<file path="config.mk">
export PLATFORM = sky130hd
export DESIGN_NAME = pulse_width_link_classifier
export DESIGN_NICKNAME = d
export VERILOG_FILES = /design/src/pwlc_pkg.sv /design/src/pulse_width_link_classifier.sv
export SDC_FILE = /design/constraint.sdc
export NUM_CORES = 1
export LEC_CHECK = 0
export BUFFER_PORTS_ARGS = -buffer_cell sky130_fd_sc_hd__buf_4
export CAP_MARGIN = 20
export CORE_MARGIN = 8
export CORE_UTILIZATION = 55
export DETAILED_ROUTE_END_ITERATION = 8
export HOLD_SLACK_MARGIN = 0.03
export PLACE_DENSITY = 0.87
export SETUP_SLACK_MARGIN = 0.2
export SYNTH_ARGS = -nofsm -noshare
export SYNTH_HDL_FRONTEND = slang
export SYNTH_SLANG_ARGS = --single-unit
</file>
<file path="constraint.sdc">
create_clock -name clk_i -period 4.3 [get_ports clk_i]
set_input_delay 0.43 -clock clk_i [delete_from_list [all_inputs] [get_ports clk_i]]
set_output_delay 0.43 -clock clk_i [all_outputs]
set_load 0.02 [all_outputs]
</file>
<file path="src/pwlc_pkg.sv">
// package for the pulse width link classifier
// holds opcodes, register indexes, reset values and the result word type
// no dependencies
`timescale 1ns / 1ps
`default_nettype none

package pwlc_pkg;

  localparam int unsigned OpW      = 2;
  localparam int unsigned CfgIdxW  = 3;
  localparam int unsigned CfgDataW = 16;
  localparam int unsigned WidthW   = 16;
  localparam int unsigned LinkCntW = 12;
  localparam int unsigned StepW    = 8;
  localparam int unsigned GapW     = 11;

  localparam int unsigned OvfLimitDefault = 63;

  localparam logic [StepW-1:0]  TickStepRst    = StepW'(10);
  localparam logic [GapW-1:0]   LostLimitRst   = GapW'(1000);
  localparam logic [GapW-1:0]   GapLowRst      = GapW'(100);
  localparam logic [GapW-1:0]   GapHighRst     = GapW'(500);
  localparam logic [WidthW-1:0] PressLowRst    = WidthW'(150);
  localparam logic [WidthW-1:0] BandSplitRst   = WidthW'(250);
  localparam logic [WidthW-1:0] ReleaseHighRst = WidthW'(350);

  localparam logic [WidthW-1:0] WidthSat = '1;

  typedef enum logic [OpW-1:0] {
    OP_CAPTURE = 2'd0,
    OP_TICK    = 2'd1,
    OP_ACK     = 2'd2
  } op_e;

  typedef enum logic [CfgIdxW-1:0] {
    CFG_TICK_STEP    = 3'd0,
    CFG_LOST_LIMIT   = 3'd1,
    CFG_GAP_LOW      = 3'd2,
    CFG_GAP_HIGH     = 3'd3,
    CFG_PRESS_LOW    = 3'd4,
    CFG_BAND_SPLIT   = 3'd5,
    CFG_RELEASE_HIGH = 3'd6
  } cfg_e;

  typedef struct packed {
    logic              falling_select;
    logic              restart_timer;
    logic              capture_ended;
    logic [WidthW-1:0] pulse_width;
    logic              link_present;
    logic              gap_flag;
    logic              key_pressed;
    logic              press_mark;
  } res_t;

endpackage

`default_nettype wire

</file>
<file path="src/pulse_width_link_classifier.sv">
// pulse width link classifier: input capture pulse measurement and link supervision
// each accepted word's result is registered in the output or the skid register
// throughput: one word per cycle; the state update is a single pass of compares and adds
// a two-entry output (result register plus skid register) keeps input open while a
// result waits; input stalls only when both entries hold words
// reset clears all state, sets registers to their defaults and empties the output
`timescale 1ns / 1ps
`default_nettype none

module pulse_width_link_classifier
  import pwlc_pkg::*;
#(
  parameter int unsigned OVERFLOW_LIMIT = OvfLimitDefault
) (
  input  wire logic                clk_i,
  input  wire logic                rst_ni,

  input  wire logic                cfg_we_i,
  input  wire logic [CfgIdxW-1:0]  cfg_idx_i,
  input  wire logic [CfgDataW-1:0] cfg_data_i,

  input  wire logic                in_valid_i,
  output logic                     in_stall_o,
  input  wire logic [OpW-1:0]      opcode_i,
  input  wire logic                overflow_event_i,
  input  wire logic                edge_event_i,
  input  wire logic [WidthW-1:0]   edge_count_i,
  input  wire logic                line_level_i,

  output logic                     out_valid_o,
  input  wire logic                out_stall_i,
  output logic                     falling_select_o,
  output logic                     restart_timer_o,
  output logic                     capture_ended_o,
  output logic [WidthW-1:0]        pulse_width_o,
  output logic                     link_present_o,
  output logic                     gap_flag_o,
  output logic                     key_pressed_o,
  output logic                     press_mark_o
);

  localparam int unsigned OvfW = $clog2(OVERFLOW_LIMIT + 1);
  localparam logic [OvfW-1:0] OvfMax = OvfW'(OVERFLOW_LIMIT);

  // configuration registers
  logic [StepW-1:0]  tick_step_q;
  logic [GapW-1:0]   lost_limit_q, gap_low_q, gap_high_q;
  logic [WidthW-1:0] press_low_q, band_split_q, release_high_q;

  always_ff @(posedge clk_i or negedge rst_ni) begin
    if (!rst_ni) begin
      tick_step_q    <= TickStepRst;
      lost_limit_q   <= LostLimitRst;
      gap_low_q      <= GapLowRst;
      gap_high_q     <= GapHighRst;
      press_low_q    <= PressLowRst;
      band_split_q   <= BandSplitRst;
      release_high_q <= ReleaseHighRst;
    end else if (cfg_we_i) begin
      case (cfg_e'(cfg_idx_i))
        CFG_TICK_STEP:    tick_step_q    <= cfg_data_i[StepW-1:0];
        CFG_LOST_LIMIT:   lost_limit_q   <= cfg_data_i[GapW-1:0];
        CFG_GAP_LOW:      gap_low_q      <= cfg_data_i[GapW-1:0];
        CFG_GAP_HIGH:     gap_high_q     <= cfg_data_i[GapW-1:0];
        CFG_PRESS_LOW:    press_low_q    <= cfg_data_i;
        CFG_BAND_SPLIT:   band_split_q   <= cfg_data_i;
        CFG_RELEASE_HIGH: release_high_q <= cfg_data_i;
        default: ;
      endcase
    end
  end

  // handshake
  logic out_valid_q, skid_valid_q;
  logic in_acc, out_take;
  res_t out_q, skid_q, res_d;

  assign in_stall_o = skid_valid_q;
  assign in_acc     = in_valid_i && !skid_valid_q;
  assign out_take   = out_valid_q && !out_stall_i;

  // block state
  logic                ended_q, ended_d;
  logic                armed_q, armed_d;
  logic [OvfW-1:0]     ovf_cnt_q, ovf_cnt_d;
  logic [WidthW-1:0]   width_q, width_d;
  logic                falling_q, falling_d;
  logic [LinkCntW-1:0] sup_cnt_q, sup_cnt_d;
  logic                link_q, link_d;
  logic                gap_q, gap_d;
  logic                key_q, key_d;
  logic                press_q, press_d;
  logic                restart;
  logic [LinkCntW-1:0] link_base;

  always_comb begin
    ended_d   = ended_q;
    armed_d   = armed_q;
    ovf_cnt_d = ovf_cnt_q;
    width_d   = width_q;
    falling_d = falling_q;
    sup_cnt_d = sup_cnt_q;
    link_d    = link_q;
    gap_d     = gap_q;
    key_d     = key_q;
    press_d   = press_q;
    restart   = 1'b0;
    link_base = sup_cnt_q;

    case (op_e'(opcode_i))
      OP_CAPTURE: begin
        if (!ended_q) begin
          if (overflow_event_i && armed_q) begin
            if (ovf_cnt_q >= OvfMax) begin
              ended_d = 1'b1;
              width_d = WidthSat;
            end else begin
              ovf_cnt_d = ovf_cnt_q + OvfW'(1);
            end
          end
          // edge is handled after the overflow, even if that just ended the capture
          if (edge_event_i) begin
            if (armed_q) begin
              ended_d   = 1'b1;
              width_d   = edge_count_i;
              falling_d = 1'b0;
            end else begin
              ended_d   = 1'b0;
              ovf_cnt_d = '0;
              width_d   = '0;
              armed_d   = 1'b1;
              falling_d = 1'b1;
              restart   = 1'b1;
            end
          end
        end
      end
      OP_TICK: begin
        if (line_level_i) begin
          link_d = 1'b1;
          if ({1'b0, gap_low_q} < sup_cnt_q && sup_cnt_q < {1'b0, gap_high_q}) begin
            gap_d = 1'b1;
          end
          sup_cnt_d = '0;
        end else begin
          if (sup_cnt_q > {1'b0, lost_limit_q}) begin
            link_d    = 1'b0;
            width_d   = '0;
            link_base = '0;
          end
          sup_cnt_d = link_base + LinkCntW'(tick_step_q);
        end
        // classify from the width as it stands after the line update
        if (ended_q) begin
          if (press_low_q < width_d && width_d < band_split_q) begin
            key_d   = 1'b1;
            press_d = 1'b1;
            link_d  = 1'b1;
          end else if (band_split_q < width_d && width_d < release_high_q) begin
            key_d  = 1'b0;
            link_d = 1'b1;
          end
        end
      end
      OP_ACK: begin
        ended_d   = 1'b0;
        armed_d   = 1'b0;
        ovf_cnt_d = '0;
      end
      default: ;
    endcase

    res_d.falling_select = falling_d;
    res_d.restart_timer  = restart;
    res_d.capture_ended  = ended_d;
    res_d.pulse_width    = width_d;
    res_d.link_present   = link_d;
    res_d.gap_flag       = gap_d;
    res_d.key_pressed    = key_d;
    res_d.press_mark     = press_d;
  end

  always_ff @(posedge clk_i or negedge rst_ni) begin
    if (!rst_ni) begin
      ended_q   <= 1'b0;
      armed_q   <= 1'b0;
      ovf_cnt_q <= '0;
      width_q   <= '0;
      falling_q <= 1'b0;
      sup_cnt_q <= '0;
      link_q    <= 1'b0;
      gap_q     <= 1'b0;
      key_q     <= 1'b0;
      press_q   <= 1'b0;
    end else if (in_acc) begin
      ended_q   <= ended_d;
      armed_q   <= armed_d;
      ovf_cnt_q <= ovf_cnt_d;
      width_q   <= width_d;
      falling_q <= falling_d;
      sup_cnt_q <= sup_cnt_d;
      link_q    <= link_d;
      gap_q     <= gap_d;
      key_q     <= key_d;
      press_q   <= press_d;
    end
  end

  // output register and skid register
  always_ff @(posedge clk_i or negedge rst_ni) begin
    if (!rst_ni) begin
      out_valid_q  <= 1'b0;
      skid_valid_q <= 1'b0;
    end else if (skid_valid_q) begin
      if (out_take) begin
        skid_valid_q <= 1'b0;
      end
    end else if (in_acc) begin
      if (out_valid_q && !out_take) begin
        skid_valid_q <= 1'b1;
      end else begin
        out_valid_q <= 1'b1;
      end
    end else if (out_take) begin
      out_valid_q <= 1'b0;
    end
  end

  always_ff @(posedge clk_i) begin
    if (skid_valid_q) begin
      if (out_take) begin
        out_q <= skid_q;
      end
    end else if (in_acc) begin
      if (out_valid_q && !out_take) begin
        skid_q <= res_d;
      end else begin
        out_q <= res_d;
      end
    end
  end

  assign out_valid_o      = out_valid_q;
  assign falling_select_o = out_q.falling_select;
  assign restart_timer_o  = out_q.restart_timer;
  assign capture_ended_o  = out_q.capture_ended;
  assign pulse_width_o    = out_q.pulse_width;
  assign link_present_o   = out_q.link_present;
  assign gap_flag_o       = out_q.gap_flag;
  assign key_pressed_o    = out_q.key_pressed;
  assign press_mark_o     = out_q.press_mark;

endmodule

`default_nettype wire

</file>
**Word level (Yosys, flattened, before mapping)**

Index checks and enable logic that the tools add are counted.

- Word-level logic and storage cells: 149
- Bits of input ports: 45
- Output and inout port bits: 25
- Bits in registers: 178

- Multiplexer cells: 62
- $add $sub $neg: 2
- $lt $le $gt $ge: 8
- Reduce and logical (&&, ||, !) cells: 28
- Equal/unequal tests: 13
- Bitwise operators: 1

Operators by type and width:

| cell | number |
|---|---|
| $mux W16 | 8 |
| $mux W23 | 4 |
| $lt A16 B16 Y1 | 4 |
| $mux W12 | 4 |
| $mux W1 | 37 |
| $pmux W16 S2 | 1 |
| $mux W6 | 5 |
| $reduce_and A2 Y1 | 8 |
| $add A12 B8 Y12 | 1 |
| $gt A12 B11 Y1 | 1 |
| $lt A11 B12 Y1 | 1 |
| $lt A12 B11 Y1 | 1 |
| $pmux W6 S2 | 1 |
| $reduce_and A3 Y1 | 4 |
| $eq A3 B3 Y1 const B | 3 |
| $ne A2 B2 Y1 const B | 4 |
| $logic_and A1 B1 Y1 | 7 |
| $add A6 B1 Y6 const B | 1 |
| $eq A3 B2 Y1 const B | 2 |
| $ge A6 B6 Y1 const B | 1 |
| $reduce_bool A2 Y1 | 3 |
| $pmux W1 S2 | 2 |
| $reduce_and A4 Y1 | 1 |
| $eq A3 B1 Y1 const B | 1 |
| other kinds (7) | 9 |

**Longest topological paths before layout**

Gate-level depths: netlist (run 1).

- Depth after elaboration: 13
- Depth in mapped cells: 18
- Depth with buffers taken out: 17

**Worst setup path before layout (run 1)**

No wires, ideal clock.

- Kind: reg2reg
- From: register lost_limit_q[9]
- To: register sup_cnt_q[10]
- Setup time: 0.064 ns
- Setup slack: 0.115 ns
- Arrival: 4.121 ns
- Cell stages (with the launch flop): 19
- Data required time: 4.236 ns
- Cell sequence: dfstp_2 -> inv_1 -> ha_1 -> nand4b_4 -> or3_1 -> o2111ai_2 -> o21bai_1 -> clkbuf_1 -> and2_1 -> ha_1 -> fa_1 -> a21o_1 -> a21oi_1 -> nor2_1 -> o21a_1 -> o41ai_1 -> o21ai_0 -> a31oi_1 -> a31o_2

- Word-level cells in the longest chain between the ends: 6

RTL lines:

| item | RTL line | source |
|---|---|---|
| start, declared | pulse_width_link_classifier.sv:47 | `logic [GapW-1:0] lost_limit_q, gap_low_q, gap_high_q;` |
| start signal, assigned | pulse_width_link_classifier.sv:53 | `lost_limit_q <= LostLimitRst;` |
| start signal, assigned | pulse_width_link_classifier.sv:62 | `CFG_LOST_LIMIT: lost_limit_q <= cfg_data_i[GapW-1:0];` |
| $gt A12 B11 Y1 | pulse_width_link_classifier.sv:146 | `if (sup_cnt_q > {1'b0, lost_limit_q}) begin` |
| $mux W12 | pulse_width_link_classifier.sv:146 |  |
| $mux W12 | pulse_width_link_classifier.sv:139 | `if (line_level_i) begin` |
| $mux W12 | pulse_width_link_classifier.sv:110 | `case (op_e'(opcode_i))` |
| $add A12 B8 Y12 | pulse_width_link_classifier.sv:151 | `sup_cnt_d = link_base + LinkCntW'(tick_step_q);` |
| $mux W12 | pulse_width_link_classifier.sv:139 |  |
| end signal, assigned | pulse_width_link_classifier.sv:201 | `sup_cnt_q <= sup_cnt_d;` |
| end, declared | pulse_width_link_classifier.sv:88 | `logic [LinkCntW-1:0] sup_cnt_q, sup_cnt_d;` |

No other way between the ends. The select of a mux whose other input is x is not followed.
A chain may end at the register's enable or synchronous reset.

**Worst setup path after layout (run 1)**

- From: register lost_limit_q[7]
- To: register out_q (netlist bit link_present_o) (data pin)

- Word-level cells in the longest chain between the ends: 13

RTL lines:

| item | RTL line | source |
|---|---|---|
| $gt A12 B11 Y1 * | pulse_width_link_classifier.sv:146 |  |
| $mux W16 | pulse_width_link_classifier.sv:146 |  |
| $mux W16 | pulse_width_link_classifier.sv:139 |  |
| $mux W16 | pulse_width_link_classifier.sv:110 |  |
| $lt A16 B16 Y1 | pulse_width_link_classifier.sv:159 | `end else if (band_split_q < width_d && width_d < release_high_q) begin` |
| $logic_and A1 B1 Y1 | pulse_width_link_classifier.sv:159 |  |
| $mux W1 | pulse_width_link_classifier.sv:159 |  |
| $mux W1 | pulse_width_link_classifier.sv:155 | `if (press_low_q < width_d && width_d < band_split_q) begin` |
| $mux W1 * | pulse_width_link_classifier.sv:154 | `if (ended_q) begin` |
| $mux W1 * | pulse_width_link_classifier.sv:110 |  |
| $mux W23 * | pulse_width_link_classifier.sv:235 | `if (out_valid_q && !out_take) begin` |
| $mux W23 * | pulse_width_link_classifier.sv:234 | `end else if (in_acc) begin` |
| $mux W23 * | pulse_width_link_classifier.sv:230 | `if (skid_valid_q) begin` |
| end signal, assigned | pulse_width_link_classifier.sv:232 | `out_q <= skid_q;` |
| end signal, assigned | pulse_width_link_classifier.sv:238 | `out_q <= res_d;` |
| end, declared | pulse_width_link_classifier.sv:76 | `res_t out_q, skid_q, res_d;` |

Mark *: on every way between the ends. The rest lies on a longest branch, timed or not. The select of a mux whose other input is x is not followed.

==> results.rst, run 1 <==
.. list-table::
   :header-rows: 1

   * - Metric
     - Value
   * - Status
     - finished clean
   * - Worst-case headroom to the max-slew limit
     - 0.429
   * - Footprint of the multi-input gates
     - 5110 µm²
   * - CTS Sinks
     - 178
   * - Setup total negative slack
     - 0 ns
   * - Worst-Margin Slew
     - 0.854 ns
   * - Nature of the critical path endpoint
     - register
   * - Synth cell types
     - 68
   * - Via count of the first global-routing pass
     - 7313
   * - Placeable Area
     - 17300 µm²
   * - Total routed wire length on the met1 layer
     - between 10000 and 15000 µm
   * - Critical path type
     - reg -> reg
   * - Number of buffers added by the clock tree synthesis step
     - 17
   * - Tightest hold margin
     - 0.0621 ns
   * - Routability congestion estimate
     - between 0.8 and 0.9
   * - Initial core utilization
     - 0.562
   * - Grt total ovfl
     - 0
   * - Number of nets with antenna violations after detailed routing
     - 0
   * - Number of antenna violations at the first check in global routing
     - 0
   * - Per-cell routed wire length
     - 21.1 µm
   * - Detailed-routing iteration count for the pre-antenna-repair pass
     - 5
   * - Row Count
     - 48
   * - Critical Path Source Type
     - register
   * - Max Clk Rate
     - 0.233 GHz
   * - Iteration-0 DRC count of the detailed router
     - 587
   * - Dpl ws
     - 0.0423 ns
   * - Die Y
     - 149 µm
   * - Setup repair after global routing missed its margin
     - true
   * - Final period utilization
     - 0.998
   * - Highest-delay cell along the critical path
     - sky130_fd_sc_hd__a211oi_4
   * - Largest net degree at the start of global routing
     - 133
   * - Required time reported for the critical path endpoint
     - 4.57 ns
   * - Synthesis Warnings
     - 0
   * - Maximum VDD drop
     - 529 µV
   * - Sum of met3 wire segment lengths after detailed routing
     - about 1700 µm
   * - Number of top-level design ports
     - 70
   * - Final setup violating endpoints
     - 0
   * - Summed instance area of the synthesized netlist
     - 9710 µm²
   * - Ordered list of cells on the worst path
     - inv_1 > ha_4 > nand4_1 > a211oi_4 > o21ai_4 > and2_4 > inv_4 > ha_4 > nand4_1 > nor3_1 > o21ai_1 > and3_1 > a21oi_2 > or4b_4 > and3b_4 > o31ai_4
   * - Synth Flop Type
     - sky130_fd_sc_hd__dfrtp_1
   * - Routed wire length on met2
     - 12000 µm
   * - Mapped Cells
     - 838
   * - First-pass GRT wire length
     - 38000 µm
   * - Count of final hold-check violations
     - 0
   * - Worst setup skew after layout
     - approximately 0.0086 ns
   * - Minimum setup slack in the final design
     - approximately 0.0070 ns
   * - Critical Path Fanout Max
     - 7
   * - Number of enable-type register cells in the synthesized netlist
     - 46
   * - Avg Vias per Cell
     - ~6.1
   * - Number of storage elements in the synthesis netlist
     - around 180
   * - Top Layer Used
     - met4
   * - Antenna Cells
     - 0
   * - Clock tree from TritonCTS
     - done
   * - Crit path DAT
     - 4.57 ns
   * - DRC
     - 0
   * - Overall routed net length
     - around 25000 µm
   * - Classification of the worst-slack hold path
     - in -> async
   * - Number of H-tree levels
     - 4
   * - Area of all sequential standard cells
     - 4730 µm²
   * - Synthesized net count
     - 967
   * - Commonest non-fill, non-tap cell in the layout
     - sky130_fd_sc_hd__mux2_2
   * - Number of filler instances in the final layout
     - about 1100
   * - Fraction of layout instances using a drive strength above 1
     - 0.395
   * - Final slew viol count
     - 0
   * - HPWL Detailed
     - 15500 µm
   * - Area growth from synthesis to layout
     - 21.6%
   * - Highest-count cells in the layout ignoring fill and taps
     - 112 x sky130_fd_sc_hd__mux2_2, 99 x sky130_fd_sc_hd__dfrtp_1, 99 x sky130_fd_sc_hd__buf_4, 66 x sky130_fd_sc_hd__ha_1, 60 x sky130_fd_sc_hd__inv_1
   * - Dpl cell area
     - 10600 µm²
   * - CTS Buffer Depth
     - 2
   * - Share of synthesized flip-flops with an asynchronous set or reset
     - 0.742
   * - Max-cap viol count
     - 0
   * - Fin nets
     - 1069
   * - Power per unit of standard cell area
     - 654 nW/µm²
   * - Via count
     - 7236
   * - Reg-to-reg startpoint
     - lost_limit_q[7]$_DFFE_PN1P_
   * - Overall global routing resource usage
     - 0.216
   * - Die boundary width
     - around 150 µm
   * - Final standard cell area without fillers
     - ~12000 µm²
   * - Mean post-synth cell area
     - 11.6 µm²
   * - Reg clk slew, reported paths
     - 0.07 ns
   * - Worst-Skew Late Latency
     - 0.44 ns
   * - Minimum clock period after layout
     - ~4.3 ns
   * - PortBufs
     - 69
   * - Part of the Yosys area used for sequential elements
     - 0.487
   * - Worst setup path startpoint
     - lost_limit_q[7]$_DFFE_PN1P_
   * - Reported leakage power
     - 5.28 nW
   * - Master cell of the clock root buffer
     - sky130_fd_sc_hd__clkbuf_16
   * - Max incr delay on CP
     - roughly 0.60 ns
   * - Overall die area
     - 22200 µm²
-- sequential cells by signal, indices dropped and copies added (netlist names), 6 cells and up --
register and count:
press_low_q 16, lost_limit_q 11, band_split_q 16, gap_low_q 11, width_q 16, tick_step_q 8
skid_q 23, pulse_width_o 16, sup_cnt_q 12, gap_high_q 11, release_high_q 16, ovf_cnt_q 6
-- routing by layer --
layer	global-route usage	vias to the layer above
li1	-	3260
met1	0.277	3602
met2	0.355	304
met3	0.0482	70
met4	0.0787	0
met5	0	-
-- worst paths after layout --
kind	slack, ns	end	cells after the start
worst max register to register	0.007	link_present_o$_DFFE_PP_	16
worst min-delay path	0.06	release_high_q[13]$_DFFE_PN0P_	2
max in group asynchronous	3.63	press_low_q[0]$_DFFE_PN0P_	2
min in group clk_i	0.24	band_split_q[12]$_DFFE_PN0P_	2
worst max-delay path	0.007	link_present_o$_DFFE_PP_	16
worst min register to register	0.50	gap_q$_DFFE_PN0P_	1
-- layout make-up --
class	count	share of cell area
multi-input cells	565	0.433
flip-flops and latches	178	0.400
repair buffers	107	0.0730
clock buffers	18	0.0372
well taps	225	0.0238
inverters	71	0.0230
clock inverters	14	0.0102
-- cells by family after synthesis --
logic type               Yosys count  synth area share
adder cells (fa/ha/maj)           85             0.110
XOR/XNOR                           9           0.00811
AO/OA/AOI/OAI                    179             0.128
buffers and inverters             97            0.0376
flip-flops                       178             0.487
AND/OR/NAND/NOR                  176            0.0976
multiplexers                     114             0.132
-- critical path, delay by kind of cell (launching register included) --
family                     cells  cell delay (ns)
and+or+nand+nor                7             1.81
AOI/OAI and AO/OA              5             1.25
DFF                            1             0.53
adders and majority gates      2             0.40
buffers and inverters          2             0.14
-- power breakdown --
| group | internal (W) | leakage [nW] | switching, W |
|---|---|---|---|
| registers | 0.00235 | 2.02 | 0.000382 |
| logic | 0.00163 | 3.00 | 0.00187 |
| clock network | 0.000772 | 0.257 | 0.000730 |
-- per-stage QoR --
step,power [W],utilization,cells
detailed placement,0.00554,0.612,1124
floorplan,0.00462,-,838
finish,0.00773,0.683,1178
CTS,0.00731,0.658,1165
global route,0.00814,0.683,1178
global placement,0.00542,0.612,1124
-- synth_stat cells (15+ instances only) --
cell,number,area share
sky130_fd_sc_hd__ha_1,83,0.11
sky130_fd_sc_hd__a22o_1,20,0.018
sky130_fd_sc_hd__a21oi_1,23,0.012
sky130_fd_sc_hd__o21ai_0,44,0.023
sky130_fd_sc_hd__nor2_1,27,0.010
sky130_fd_sc_hd__a21o_1,32,0.025
sky130_fd_sc_hd__clkbuf_1,24,0.0093
sky130_fd_sc_hd__and2_1,19,0.012
sky130_fd_sc_hd__dfstp_2,33,0.089
sky130_fd_sc_hd__mux2_2,112,0.13
sky130_fd_sc_hd__nand2_1,44,0.017
sky130_fd_sc_hd__dfrtp_1,99,0.26
sky130_fd_sc_hd__nor3_1,15,0.0077
sky130_fd_sc_hd__edfxtp_1,46,0.14
sky130_fd_sc_hd__inv_1,70,0.027
-- repair_timing --
item                       CTS  global route
hold buffers                 0             0
cloned                       2             0
setup buffers                7             8
pin swaps                   23            43
resized for setup           38            57
setup endpoints to repair    9            13
(Power assumes the default switching activity.)
==> inputs of run 2 (changes only) <==
Settings changed: ABC_AREA set to 1.
==> run 2 against run 1 <==
Non-clock buffer count down 27. Utilization down 4.5 points. Highest routed layer unchanged. Register-to-register slack better by 0.56 ns. Clock power up 5%. Largest cell class is now registers. Via count up 10%. Maximum frequency up 15%. Largest power group unchanged.
==> results.rst, run 2 <==
.. list-table::
   :header-rows: 1

   * - Metric
     - Value
   * - Final period utilization
     - 0.868
   * - Summed instance area of the synthesized netlist
     - approximately 9600 µm²
   * - Number of antenna violations at the first check in global routing
     - 0
   * - CTS Sinks
     - between 150 and 200
   * - Commonest non-fill, non-tap cell in the layout
     - sky130_fd_sc_hd__nand2_1
   * - Worst-Margin Slew
     - ~1 ns
   * - Sw Share
     - 0.406
   * - Die boundary width
     - 148 µm
   * - Reported net switching power
     - 0.00276 W
   * - Count of final hold-check violations
     - 0
   * - Number of storage elements in the synthesis netlist
     - 178
   * - Max FFs per register
     - 23
   * - Overall routed net length
     - 23700 µm
   * - Maximum VDD drop
     - 382 µV
   * - Synthesized net count
     - roughly 1300
   * - Via count of the first global-routing pass
     - between 7000 and 8000
   * - Critical Path Fanout Max
     - 11
   * - Logic pwr share
     - 0.393
   * - Grt total ovfl
     - 0
   * - Largest net degree at the start of global routing
     - 77
   * - Clock power frac
     - 0.230
   * - Initial core utilization
     - 0.559
   * - Setup total negative slack
     - 0 ns
   * - Power per unit of standard cell area
     - 619 nW/µm²
   * - Final setup violating endpoints
     - 0
   * - Avg Vias per Cell
     - 5.53
   * - Cell depth of the worst flop-to-flop path
     - 24
   * - Reg-to-reg startpoint
     - lost_limit_q[7]$_DFFE_PN1P_
   * - Area growth from synthesis to layout
     - 14.2%
   * - Row Count
     - 48
   * - Fraction of layout instances using a drive strength above 1
     - 0.136
   * - HPWL Detailed
     - 17000 µm
   * - Final standard cell area without fillers
     - roughly 11000 µm²
   * - Cell types with the largest area share after synthesis
     - sky130_fd_sc_hd__dfrtp_1 26%, sky130_fd_sc_hd__edfxtp_1 14%, sky130_fd_sc_hd__nand2_1 13%
   * - Via count
     - 7987
   * - Clock tree from TritonCTS
     - done
   * - Post-synth top area share
     - 0.257
   * - Ordered list of cells on the worst path
     - inv_1 > ha_1 > nand2_1 > inv_2 > nand2_2 > nor2_1 > nand2_1 > nand3_2 > nand2_1 > inv_1 > nor2_1 > ha_1 > fa_1 > nand3_1 > and2_1 > o21ai_0 > a21oi_1 > nor2_1 > o21ai_0 > nand2_1 > nand2_1 > nor2_1 > xnor2_1 > o22ai_1
   * - Iteration-0 DRC count of the detailed router
     - 840
   * - Antenna Cells
     - 0
   * - Mean post-synth cell area
     - 8.46 µm²
   * - Highest-delay cell along the critical path
     - sky130_fd_sc_hd__dfstp_2
   * - Minimum clock period after layout
     - 3.73 ns
   * - Die Y
     - 148 µm
   * - Max Clk Rate
     - about 0.27 GHz
   * - Reg clk slew, reported paths
     - approximately 0.07 ns
   * - PortBufs
     - 69
   * - Post-CTS sizing
     - 0
   * - Synthesis Warnings
     - 0
   * - Worst setup path endpoint
     - sup_cnt_q[10]$_DFFE_PN0P_
   * - Internal Pwr Total
     - 0.00404 W
   * - Highest-count cells in the layout ignoring fill and taps
     - 333 x sky130_fd_sc_hd__nand2_1, 166 x sky130_fd_sc_hd__inv_1, 142 x sky130_fd_sc_hd__o21ai_0, 99 x sky130_fd_sc_hd__dfrtp_1, 83 x sky130_fd_sc_hd__ha_1
   * - Overall global routing resource usage
     - 0.221
   * - Most used standard cell by instance count after synthesis
     - sky130_fd_sc_hd__nand2_1
   * - Total setup buffers inserted after CTS
     - 0
   * - Top reg by flops
     - skid_q
   * - Max-cap viol count
     - 0
   * - Detailed-routing iteration count for the pre-antenna-repair pass
     - 8
   * - Number of nets with antenna violations after detailed routing
     - 0
   * - Overall die area
     - 22000 µm²
   * - Setup repair after global routing missed its margin
     - false
   * - Nature of the critical path endpoint
     - register
   * - First-pass GRT wire length
     - 39100 µm
   * - Synth Flop Type
     - sky130_fd_sc_hd__dfrtp_1
   * - Worst setup path startpoint
     - lost_limit_q[7]$_DFFE_PN1P_
   * - Routability congestion estimate
     - 0.919
   * - Worst-Skew Late Latency
     - 0.44 ns
   * - FF-to-FF End
     - sup_cnt_q[10]$_DFFE_PN0P_
   * - Worst-case headroom to the max-slew limit
     - 0.330
   * - CTS Buffer Depth
     - 2
   * - Required time reported for the critical path endpoint
     - 4.62 ns
   * - Master cell of the clock root buffer
     - sky130_fd_sc_hd__clkbuf_16
   * - CTS hold repair buffers
     - 0
   * - Mapped Cells
     - between 1000 and 1500
   * - Fin nets
     - ~1300
   * - Status
     - finished clean
   * - Worst setup skew after layout
     - roughly 0.012 ns
   * - Critical path type
     - reg -> reg
   * - Number of enable-type register cells in the synthesized netlist
     - 46
   * - Final slew viol count
     - 0
   * - Dpl cell area
     - 10400 µm²
   * - Max incr delay on CP
     - 0.54 ns
   * - Part of the Yosys area used for sequential elements
     - 0.491
   * - DRC
     - 0
   * - Most frequent cells after synthesis
     - 333 x sky130_fd_sc_hd__nand2_1, 166 x sky130_fd_sc_hd__inv_1, 142 x sky130_fd_sc_hd__o21ai_0
   * - Per-cell routed wire length
     - 16.4 µm
   * - Classification of the worst-slack hold path
     - in -> async
   * - Critical Path Source Type
     - register
   * - Number of top-level design ports
     - 70
   * - Seq pwr share
     - 0.377
   * - Number of buffers added by the clock tree synthesis step
     - 17
   * - Placeable Area
     - 17200 µm²
   * - Reported leakage power
     - 5.48 nW
   * - Crit path DAT
     - 4.06 ns
   * - Share of synthesized flip-flops with an asynchronous set or reset
     - 0.742
   * - R2r setup slk
     - around 0.57 ns
   * - Library cell appearing most often on the critical path
     - sky130_fd_sc_hd__nand2_1
   * - Number of H-tree levels
     - 4
   * - Dominant cell type by area after synthesis
     - sky130_fd_sc_hd__dfrtp_1
   * - Synth cell types
     - 45
[run 2: cell count changes in the layout (fill, tap and decap cells not counted), moves of 15 or more]
cell and delta:
sky130_fd_sc_hd__nand2_1 +293, sky130_fd_sc_hd__mux2_2 -112, sky130_fd_sc_hd__inv_1 +106, sky130_fd_sc_hd__o21ai_0 +104, sky130_fd_sc_hd__a21o_1 -31, sky130_fd_sc_hd__nor2_1 +28, sky130_fd_sc_hd__a21oi_1 +20, sky130_fd_sc_hd__a22o_1 -20
sky130_fd_sc_hd__buf_4 -20, sky130_fd_sc_hd__ha_1 +17, sky130_fd_sc_hd__ha_4 -16, sky130_fd_sc_hd__nand3_1 +15
[run 2: layer usage]
layer  share of wire  track usage  vias up
met2            0.46        0.360      340
met4           0.018       0.0760        0
met5               0            0        -
met3           0.082       0.0395       38
li1                -            -     3854
met1            0.44        0.293     3755
[run 2: worst min path at each step]
| stage | start | endpoint | slack [ns] | depth (start not counted) |
|---|---|---|---|---|
| detailed placement | press_q$_DFFE_PN0P_ | press_q$_DFFE_PN0P_ | 0.47 | 2 |
| global route | rst_ni | gap_low_q[4]$_DFFE_PN0P_ | 0.21 | 1 |
| global placement | press_q$_DFFE_PN0P_ | press_q$_DFFE_PN0P_ | 0.46 | 2 |
| finish | rst_ni | sup_cnt_q[4]$_DFFE_PN0P_ | 0.12 | 1 |
| CTS | rst_ni | gap_low_q[4]$_DFFE_PN0P_ | 0.18 | 1 |
| floorplan | rst_ni | armed_q$_DFFE_PN0P_ | 0.13 | 0 |
[run 2: stage by stage]
| stage | hold WS [ns] | utilization | instances | total power (W) | setup WS [ns] |
|---|---|---|---|---|---|
| finish | 0.119 | 0.638 | 1443 | 0.00681 | 0.566 |
| global route | 0.206 | 0.638 | 1443 | 0.00729 | 0.330 |
| CTS | 0.181 | 0.637 | 1442 | 0.00677 | 0.616 |
| detailed placement | 0.470 | 0.602 | 1410 | 0.00516 | 0.670 |
| global placement | 0.457 | 0.602 | 1410 | 0.00501 | 0.846 |
| floorplan | 0.134 | - | 1139 | 0.00433 | 0.926 |
[run 2: cells by family (layout without fill, tap and decap cells)]
logic type,after synthesis,in the layout,synth area share
buffers and inverters,204,283,0.0808
xor gates and xnor gates,3,3,0.00273
adders and majority gates,84,84,0.110
DFF,178,178,0.491
and+or+nand+nor,449,449,0.191
AOI/OAI and AO/OA,221,221,0.125
[run 2: power groups by stage]
stage               Clock, W  Sequential [W]  Combinational [W]
finish               0.00157         0.00257            0.00267
global route         0.00165         0.00261            0.00303
CTS                  0.00158         0.00256            0.00264
detailed placement         0         0.00259            0.00257
global placement           0         0.00257            0.00245
floorplan                  0         0.00263            0.00170
[run 2: layout make-up]
cell class | instances | area, µm²
clock inverter | 15 | 183
multi-input combinational | 757 | 4130
inverter | 171 | 642
sequential | 178 | 4730
timing repair buffer | 80 | 608
fill | 1376 | 6240
tap | 225 | 282
clock buffer | 17 | 425
[run 2: worst max-delay path, delay by kind of cell (launching register included)]
kind | cells | cell delay, ns
adders and majority gates | 3 | 0.95
and+or+nand+nor | 13 | 1.08
AOI/OAI and AO/OA | 4 | 0.51
xor gates and xnor gates | 1 | 0.14
buffers and inverters | 3 | 0.39
DFF | 1 | 0.54
